[config.mk]
export PLATFORM = sky130hd
export DESIGN_NAME = gga_position_field_extractor_flat
export DESIGN_NICKNAME = d
export VERILOG_FILES = /design/src/hdl/gpfe_pkg.sv /design/src/hdl/gpfe_if.sv /design/src/hdl/gga_position_field_extractor.sv /design/src/flat_wrapper.sv
export VERILOG_INCLUDE_DIRS = /design/src /design/src/hdl
export SDC_FILE = /design/constraint.sdc
export NUM_CORES = 1
export LEC_CHECK = 0
export BUFFER_PORTS_ARGS = -buffer_cell sky130_fd_sc_hd__buf_2
export CAP_MARGIN = 10
export CORE_MARGIN = 3
export CORE_UTILIZATION = 56
export CTS_CLUSTER_DIAMETER = 60
export DETAILED_ROUTE_END_ITERATION = 8
export PLACE_DENSITY = 0.72
export SYNTH_ARGS = -nofsm -noshare
export SYNTH_HDL_FRONTEND = slang
export SYNTH_SLANG_ARGS = --single-unit
[constraint.sdc]
create_clock -name clk -period 4.4 [get_ports clk]
set_input_delay 0.22 -clock clk [delete_from_list [all_inputs] [get_ports clk]]
set_output_delay 0.22 -clock clk [all_outputs]
set_load 0.03 [all_outputs]
[src/hdl/gga_position_field_extractor_macros.svh]
// assertion macros shared by the gga position field extractor rtl
`ifndef GGA_POSITION_FIELD_EXTRACTOR_MACROS_SVH
`define GGA_POSITION_FIELD_EXTRACTOR_MACROS_SVH

// condition holds at every edge out of reset
`define GPFE_ASSERT_HOLDS(label, cond, msg) \
	label: assert property (@(posedge clk) disable iff (!arst_n) (cond)) \
		else $error(msg);

// same-cycle implication
`define GPFE_ASSERT_IMPLIES(label, ante, cons, msg) \
	label: assert property (@(posedge clk) disable iff (!arst_n) (ante) |-> (cons)) \
		else $error(msg);

// next-cycle implication
`define GPFE_ASSERT_NEXT(label, ante, cons, msg) \
	label: assert property (@(posedge clk) disable iff (!arst_n) (ante) |=> (cons)) \
		else $error(msg);

`endif

[src/hdl/gpfe_pkg.sv]
// constants, control word type and microprogram of the gga position field extractor
package gpfe_pkg;

	localparam int BUF_DEPTH = 16;
	localparam int IDX_W     = $clog2(BUF_DEPTH);
	localparam int CNT_W     = $clog2(BUF_DEPTH + 1);
	localparam int CHAR_W    = 8;
	localparam int STEP_W    = 4;

	typedef logic [CHAR_W-1:0] char_t;
	typedef logic [0:0]        cfg_idx_t;
	typedef logic [STEP_W-1:0] step_t;

	localparam cfg_idx_t REG_LAT_END = 1'd0;
	localparam cfg_idx_t REG_LON_END = 1'd1;

	localparam char_t LAT_END_RST = 8'h4E;
	localparam char_t LON_END_RST = 8'h45;

	localparam char_t CH_DOLLAR = 8'h24;
	localparam char_t CH_G      = 8'h47;
	localparam char_t CH_P      = 8'h50;
	localparam char_t CH_A      = 8'h41;
	localparam char_t CH_COMMA  = 8'h2C;

	localparam step_t STEP_HUNT     = 4'd0;
	localparam step_t STEP_G1       = 4'd1;
	localparam step_t STEP_P        = 4'd2;
	localparam step_t STEP_G2       = 4'd3;
	localparam step_t STEP_G3       = 4'd4;
	localparam step_t STEP_A        = 4'd5;
	localparam step_t STEP_COMMA    = 4'd6;
	localparam step_t STEP_TIME     = 4'd7;
	localparam step_t STEP_LAT      = 4'd8;
	localparam step_t STEP_LATCOMMA = 4'd9;
	localparam step_t STEP_LON      = 4'd10;
	localparam step_t STEP_EMIT_LAT = 4'd11;
	localparam step_t STEP_EMIT_LON = 4'd12;

	typedef logic [1:0] cmp_sel_t;
	localparam cmp_sel_t CMP_CONST = 2'd0;
	localparam cmp_sel_t CMP_LAT   = 2'd1;
	localparam cmp_sel_t CMP_LON   = 2'd2;

	typedef logic [2:0] op_t;
	localparam op_t OP_NONE      = 3'd0;
	localparam op_t OP_CLR_LAT   = 3'd1;
	localparam op_t OP_CLR_LON   = 3'd2;
	localparam op_t OP_STORE_LAT = 3'd3;
	localparam op_t OP_STORE_LON = 3'd4;
	localparam op_t OP_EMIT_LAT  = 3'd5;
	localparam op_t OP_EMIT_LON  = 3'd6;

	typedef struct packed {
		logic     wait_byte;
		cmp_sel_t cmp_sel;
		char_t    cmp_char;
		op_t      op;
		step_t    jump_hit;
		step_t    jump_miss;
	} ctl_t;

	function automatic ctl_t mk_ctl(logic wait_byte, cmp_sel_t sel, char_t ch, op_t op,
			step_t hit, step_t miss);
		ctl_t c;
		c.wait_byte = wait_byte;
		c.cmp_sel   = sel;
		c.cmp_char  = ch;
		c.op        = op;
		c.jump_hit  = hit;
		c.jump_miss = miss;
		return c;
	endfunction

	// microprogram; for emit steps a hit means the last entry of that store
	function automatic ctl_t prog_rom(step_t step);
		ctl_t c;
		case (step)
			STEP_G1:       c = mk_ctl(1'b1, CMP_CONST, CH_G, OP_NONE, STEP_P, STEP_HUNT);
			STEP_P:        c = mk_ctl(1'b1, CMP_CONST, CH_P, OP_NONE, STEP_G2, STEP_HUNT);
			STEP_G2:       c = mk_ctl(1'b1, CMP_CONST, CH_G, OP_NONE, STEP_G3, STEP_HUNT);
			STEP_G3:       c = mk_ctl(1'b1, CMP_CONST, CH_G, OP_NONE, STEP_A, STEP_HUNT);
			STEP_A:        c = mk_ctl(1'b1, CMP_CONST, CH_A, OP_NONE, STEP_COMMA, STEP_HUNT);
			STEP_COMMA:    c = mk_ctl(1'b1, CMP_CONST, CH_COMMA, OP_NONE, STEP_TIME,
				STEP_HUNT);
			STEP_TIME:     c = mk_ctl(1'b1, CMP_CONST, CH_COMMA, OP_CLR_LAT, STEP_LAT,
				STEP_TIME);
			STEP_LAT:      c = mk_ctl(1'b1, CMP_LAT, CH_COMMA, OP_STORE_LAT, STEP_LATCOMMA,
				STEP_LAT);
			STEP_LATCOMMA: c = mk_ctl(1'b1, CMP_CONST, CH_COMMA, OP_CLR_LON, STEP_LON,
				STEP_HUNT);
			STEP_LON:      c = mk_ctl(1'b1, CMP_LON, CH_COMMA, OP_STORE_LON, STEP_EMIT_LAT,
				STEP_LON);
			STEP_EMIT_LAT: c = mk_ctl(1'b0, CMP_CONST, CH_COMMA, OP_EMIT_LAT, STEP_EMIT_LON,
				STEP_EMIT_LAT);
			STEP_EMIT_LON: c = mk_ctl(1'b0, CMP_CONST, CH_COMMA, OP_EMIT_LON, STEP_HUNT,
				STEP_EMIT_LON);
			default:       c = mk_ctl(1'b1, CMP_CONST, CH_DOLLAR, OP_NONE, STEP_G1,
				STEP_HUNT);
		endcase
		return c;
	endfunction

endpackage

[src/hdl/gpfe_if.sv]
// valid/ready channel interfaces for received bytes and emitted position characters
interface gpfe_byte_if;
	logic       valid;
	logic       ready;
	logic [7:0] rx_byte;

	modport source (output valid, output rx_byte, input ready);
	modport sink (input valid, input rx_byte, output ready);
endinterface

interface gpfe_char_if;
	logic       valid;
	logic       ready;
	logic [7:0] out_char;
	logic       field_tag;
	logic       run_last;

	modport source (output valid, output out_char, output field_tag, output run_last,
		input ready);
	modport sink (input valid, input out_char, input field_tag, input run_last,
		output ready);
endinterface

[src/hdl/gga_position_field_extractor.sv]
// gga position field extractor: microcoded parser of nmea gga latitude and longitude
//
//  channel | dir | payload                          | request taken when
//  rx      | in  | rx_byte[7:0]                     | rx.valid && rx.ready
//  tx      | out | out_char[7:0] field_tag run_last | tx.valid && tx.ready
//  cfg     | in  | cfg_index, cfg_wdata[7:0]        | cfg_we
//
// one byte per cycle while parsing; each byte runs one step of the microprogram
// on the longitude terminator the emit steps send lat_count + lon_count characters,
// one per cycle through the single output register, and take no byte meanwhile
// a stall on tx holds the emit step; the next byte is taken while the last one waits
// reset returns to hunting for the dollar sign; the character stores need no clearing
`include "gga_position_field_extractor_macros.svh"

module gga_position_field_extractor (
	input  logic                clk,
	input  logic                arst_n,
	gpfe_byte_if.sink           rx,
	gpfe_char_if.source         tx,
	input  logic                cfg_we,
	input  gpfe_pkg::cfg_idx_t  cfg_index,
	input  gpfe_pkg::char_t     cfg_wdata
);
	import gpfe_pkg::*;

	step_t            step_q;
	logic [IDX_W-1:0] idx_q;
	logic [CNT_W-1:0] lat_cnt_q;
	logic [CNT_W-1:0] lon_cnt_q;
	char_t            lat_end_q;
	char_t            lon_end_q;
	char_t            lat_mem_q [BUF_DEPTH];
	char_t            lon_mem_q [BUF_DEPTH];

	logic             tx_valid_q;
	char_t            tx_char_q;
	logic             tx_tag_q;
	logic             tx_last_q;

	ctl_t             ctl;
	char_t            cmp_val;
	logic             take;
	logic             out_free;
	logic             emit_go;
	logic             emit_step;
	logic             emit_hit;
	logic             store_lat;
	logic             store_lon;
	logic             full;
	logic             hit;
	char_t            emit_char;

	assign ctl      = prog_rom(step_q);
	assign rx.ready = ctl.wait_byte;
	assign take     = rx.valid && ctl.wait_byte;
	assign out_free = !tx_valid_q || tx.ready;

	assign emit_step = (ctl.op == OP_EMIT_LAT) || (ctl.op == OP_EMIT_LON);
	assign emit_go   = emit_step && out_free;
	assign store_lat = ctl.op == OP_STORE_LAT;
	assign store_lon = ctl.op == OP_STORE_LON;

	always_comb begin
		case (ctl.cmp_sel)
			CMP_LAT: cmp_val = lat_end_q;
			CMP_LON: cmp_val = lon_end_q;
			default: cmp_val = ctl.cmp_char;
		endcase
	end

	assign hit  = rx.rx_byte == cmp_val;
	assign full = (store_lat && (lat_cnt_q == CNT_W'(BUF_DEPTH)))
		|| (store_lon && (lon_cnt_q == CNT_W'(BUF_DEPTH)));

	// last stored entry of the field being emitted
	always_comb begin
		if (ctl.op == OP_EMIT_LON) begin
			emit_hit  = (CNT_W'(idx_q) + CNT_W'(1)) == lon_cnt_q;
			emit_char = lon_mem_q[idx_q];
		end else begin
			emit_hit  = (CNT_W'(idx_q) + CNT_W'(1)) == lat_cnt_q;
			emit_char = lat_mem_q[idx_q];
		end
	end

	always_ff @(posedge clk or negedge arst_n) begin
		if (!arst_n) begin
			step_q    <= STEP_HUNT;
			idx_q     <= '0;
			lat_cnt_q <= '0;
			lon_cnt_q <= '0;
			lat_end_q <= LAT_END_RST;
			lon_end_q <= LON_END_RST;
			tx_valid_q <= 1'b0;
		end else begin
			if (cfg_we) begin
				case (cfg_index)
					REG_LAT_END: lat_end_q <= cfg_wdata;
					REG_LON_END: lon_end_q <= cfg_wdata;
					default: ;
				endcase
			end

			if (take) begin
				if (full) begin
					step_q <= STEP_HUNT;
				end else begin
					step_q <= hit ? ctl.jump_hit : ctl.jump_miss;
					if (store_lat) lat_cnt_q <= lat_cnt_q + CNT_W'(1);
					if (store_lon) lon_cnt_q <= lon_cnt_q + CNT_W'(1);
					if (hit && ctl.op == OP_CLR_LAT) lat_cnt_q <= '0;
					if (hit && ctl.op == OP_CLR_LON) lon_cnt_q <= '0;
				end
			end else if (emit_go) begin
				step_q <= emit_hit ? ctl.jump_hit : ctl.jump_miss;
				idx_q  <= emit_hit ? '0 : idx_q + IDX_W'(1);
			end

			if (emit_go) begin
				tx_valid_q <= 1'b1;
			end else if (tx.ready) begin
				tx_valid_q <= 1'b0;
			end
		end
	end

	// character stores and output payload, no reset
	always_ff @(posedge clk) begin
		if (take && store_lat && !full) lat_mem_q[lat_cnt_q[IDX_W-1:0]] <= rx.rx_byte;
		if (take && store_lon && !full) lon_mem_q[lon_cnt_q[IDX_W-1:0]] <= rx.rx_byte;
		if (emit_go) begin
			tx_char_q <= emit_char;
			tx_tag_q  <= ctl.op == OP_EMIT_LON;
			tx_last_q <= (ctl.op == OP_EMIT_LON) && emit_hit;
		end
	end

	assign tx.valid     = tx_valid_q;
	assign tx.out_char  = tx_char_q;
	assign tx.field_tag = tx_tag_q;
	assign tx.run_last  = tx_last_q;

	`GPFE_ASSERT_HOLDS(a_lat_cnt_range, lat_cnt_q <= CNT_W'(BUF_DEPTH), "lat count overrun")
	`GPFE_ASSERT_HOLDS(a_lon_cnt_range, lon_cnt_q <= CNT_W'(BUF_DEPTH), "lon count overrun")
	`GPFE_ASSERT_IMPLIES(a_no_rx_in_emit, rx.ready, !emit_step, "byte taken during emit")
	`GPFE_ASSERT_IMPLIES(a_last_is_lon, tx.valid && tx.run_last, tx.field_tag, "last on lat")
	`GPFE_ASSERT_NEXT(a_emit_done_hunt, (ctl.op == OP_EMIT_LON) && out_free && emit_hit,
		step_q == STEP_HUNT, "emit end did not return to hunt")

endmodule
[src/flat_wrapper.sv]
// flat-port wrapper written by rule: the top's interface ports become plain ports
module gga_position_field_extractor_flat import gpfe_pkg::*;
  (clk, arst_n, cfg_we, cfg_index, cfg_wdata, rx_valid, rx_rx_byte, rx_ready, tx_valid, tx_out_char, tx_field_tag, tx_run_last, tx_ready);
  gpfe_byte_if rx_i ();
  gpfe_char_if tx_i ();
  input  logic clk;
  input  logic arst_n;
  input  logic cfg_we;
  input  gpfe_pkg::cfg_idx_t cfg_index;
  input  gpfe_pkg::char_t cfg_wdata;
  input wire logic [$bits(rx_i.valid)-1:0] rx_valid;
  input wire logic [$bits(rx_i.rx_byte)-1:0] rx_rx_byte;
  output wire logic [$bits(rx_i.ready)-1:0] rx_ready;
  output wire logic [$bits(tx_i.valid)-1:0] tx_valid;
  output wire logic [$bits(tx_i.out_char)-1:0] tx_out_char;
  output wire logic [$bits(tx_i.field_tag)-1:0] tx_field_tag;
  output wire logic [$bits(tx_i.run_last)-1:0] tx_run_last;
  input wire logic [$bits(tx_i.ready)-1:0] tx_ready;
  assign rx_i.valid = rx_valid;
  assign rx_i.rx_byte = rx_rx_byte;
  assign rx_ready = rx_i.ready;
  assign tx_valid = tx_i.valid;
  assign tx_out_char = tx_i.out_char;
  assign tx_field_tag = tx_i.field_tag;
  assign tx_run_last = tx_i.run_last;
  assign tx_i.ready = tx_ready;
  gga_position_field_extractor u_core (.clk(clk), .arst_n(arst_n), .rx(rx_i), .tx(tx_i), .cfg_we(cfg_we), .cfg_index(cfg_index), .cfg_wdata(cfg_wdata));
endmodule
==> metrics.txt <==
Final Hold Viols 0; Synth Area per Inst 18.01 µm²; Routability Congestion 0.8362; synthesis-stage register bit count 301; Clk pin slew, worst setup/hold paths 0.06 ns; peak supply drop 0.0003232 V; worst-path fanout max 15; cts bufs inserted 30; Worst-Margin Slew 1.043 ns; hpwl dp 16.54 mm; P_leak 0.004742 µW; die area 24,690 µm²; Die Y-Extent 157.1 µm; Antenna Cells 0; cells after synthesis 710; first-pass GRT wire length 41.57 mm; asr flop ratio synth 0.1163; PortBufs 33; most frequent cells in the layout edfxtp_1, mux4_2, nand2_1; Core Box Area 22,160 µm²; Slew Viols, Final 0; worst min path class in -> reg; GRT overflow 0; status completed; Chip Width 157.1 µm; Sum Neg Setup Slack 0 ns; layout cells sized above 1 0.2807; Nets 805; area delta synth->final 12.61%; setup bufs post-CTS 0; fmax 0.2547 GHz; initial cell density of the core 0.5771; critical path class reg -> reg; IO Pins 34; Setup crit start kind flop; Rel. slew slack 0.3046; CTS Sinks 301; drt pass-1 iters 5; Primary FF master, synth edfxtp_1; synth unique cells 67; WL/cell 25.11 µm; Bufs on Longest Clock Path 3; # hold bufs at CTS 9; Max H-tree Level 1; via count 6,742; reg2reg setup slack 0.47 ns; dpl ws 0.5860 ns; Root Driver clkbuf_16; share of Yosys cell area claimed by the top area cell type 0.6245; Clock Latency Late Sink 0.54 ns; Worst Path Arrival 4.39 ns; max cap viols 0; Yosys warnings 0; CTS tree done; final setup vio count 0; vias in the first global route 6,930; Worst Path Required 4.87 ns; initial antenna violation count 0; Post-synth EDFFs 266; Yosys top cell by area edfxtp_1; crit end category flop; mapped cell area 12,790 µm²; Remaining DRCs 0; initial DRC count 597; Net Count, Synth 748; Final Cycle Share 0.8925; commonest non-fill, non-tap cell in the layout edfxtp_1; clock skew 0.01046 ns; Power Density 407.8 nW/µm²; Resized cells post-CTS 0; Tmin final 3.927 ns; post-synthesis sequential area ratio 0.6937; top area cells in the synthesized netlist edfxtp_1, mux4_2, dfrtp_1; DR vias/cell 6.295; setup ws final 0.4731 ns; RSZ-0062 raised after global routing no; Routed WL 26.89 mm; antenna viol nets, final 0; Total GRT Usage 0.2253; num rows 54; largest net degree at the start of global routing 44; overall power 5873 µW
## layout make-up
type	count	area, µm²
clock buffer	34	787.0
multi-input combinational	352	3671
clock inverter	22	236.5
timing repair buffer	62	405.4
tap	280	350.3
sequential	301	8877
fill	1542	7759
inverter	20	75.07
## final timing paths
| path | from | depth (start not counted) | to |
|---|---|---|---|
| setup reg to reg | u_core.step_q[1] | 11 | u_core.step_q[0] |
| hold / removal | tx_ready | 3 | u_core.tx.valid |
| hold reg to reg | u_core.lon_end_q[7] | 1 | u_core.lon_end_q[7] |
| max in group asynchronous | arst_n | 2 | u_core.idx_q[0] |
| setup / recovery | u_core.step_q[1] | 11 | u_core.step_q[0] |
| min in group asynchronous | arst_n | 2 | u_core.step_q[2] |
## stage by stage
step | area (µm²) | hold slack [ns] | cells | util
5_1_grt | 14400 | 0.04761 | 1071 | 0.6499
2_1_floorplan | 12790 | -0.07559 | 710 | -
4_1_cts | 14400 | 0.003699 | 1071 | 0.6499
3_5_place_dp | 13290 | 0.3657 | 1006 | 0.5997
6_report | 14400 | 0.01934 | 1071 | 0.6499
3_3_place_gp | 13290 | 0.3323 | 1006 | 0.5997
## routing by layer
metal  track usage  wire length (µm)  part of all wire  vias to the layer above
met5             0                 0                 0                        -
met1        0.3410             11260              0.42                     3497
met4       0.04421               449             0.017                        0
li1              -                 -                 -                     2951
met2        0.3557             13280              0.49                      259
met3       0.03932              1906             0.071                       35
## kinds of logic after synthesis
kind of cell               after synthesis  share of synthesized area
AOI/OAI and AO/OA                       58                    0.03424
xor gates and xnor gates                14                   0.009587
adders and majority gates               16                    0.01565
buffers and inverters                   57                    0.01927
DFF                                    301                     0.6937
muxes                                  110                     0.1667
and+or+nand+nor                        154                    0.06085
## power by group
part | internal [µW] | switching (µW)
clock | 1570 | 1040
combinational | 37.8 | 72.2
sequential | 3140 | 14.7
## synth_stat cells, types with 8 or more instances
cell type	count
edfxtp_1	266
mux4_2	80
nand2_1	53
nor2_1	31
dfrtp_1	28
inv_1	19
mux2_2	19
nor3_1	18
clkbuf_1	16
ha_1	16
buf_2	11
and2_1	10
mux2i_1	9
nand3_1	9
o21ai_0	9
xnor2_1	8
## worst max-delay path, stage by stage (launching register included)
cell	delay [ns]
dfrtp_1	0.65
inv_1	0.25
ha_1	0.25
and2_1	0.15
ha_1	0.50
nand2b_2	0.15
o32ai_1	0.35
xnor2_1	0.17
o2111ai_1	0.20
nor4_4	0.65
mux2_1	0.39
o21ai_1	0.13
## sequential cells by signal, indices dropped and copies added (netlist names)
register	flops
u_core.tx.run_last	1
u_core.tx.valid	1
u_core.lat_mem_q	128
u_core.lat_cnt_q	5
u_core.lon_cnt_q	5
u_core.lon_end_q	8
u_core.tx.field_tag	1
u_core.lat_end_q	8
u_core.tx.out_char	8
u_core.idx_q	4
u_core.step_q	4
u_core.lon_mem_q	128
Power figures use the tool's default switching activity.
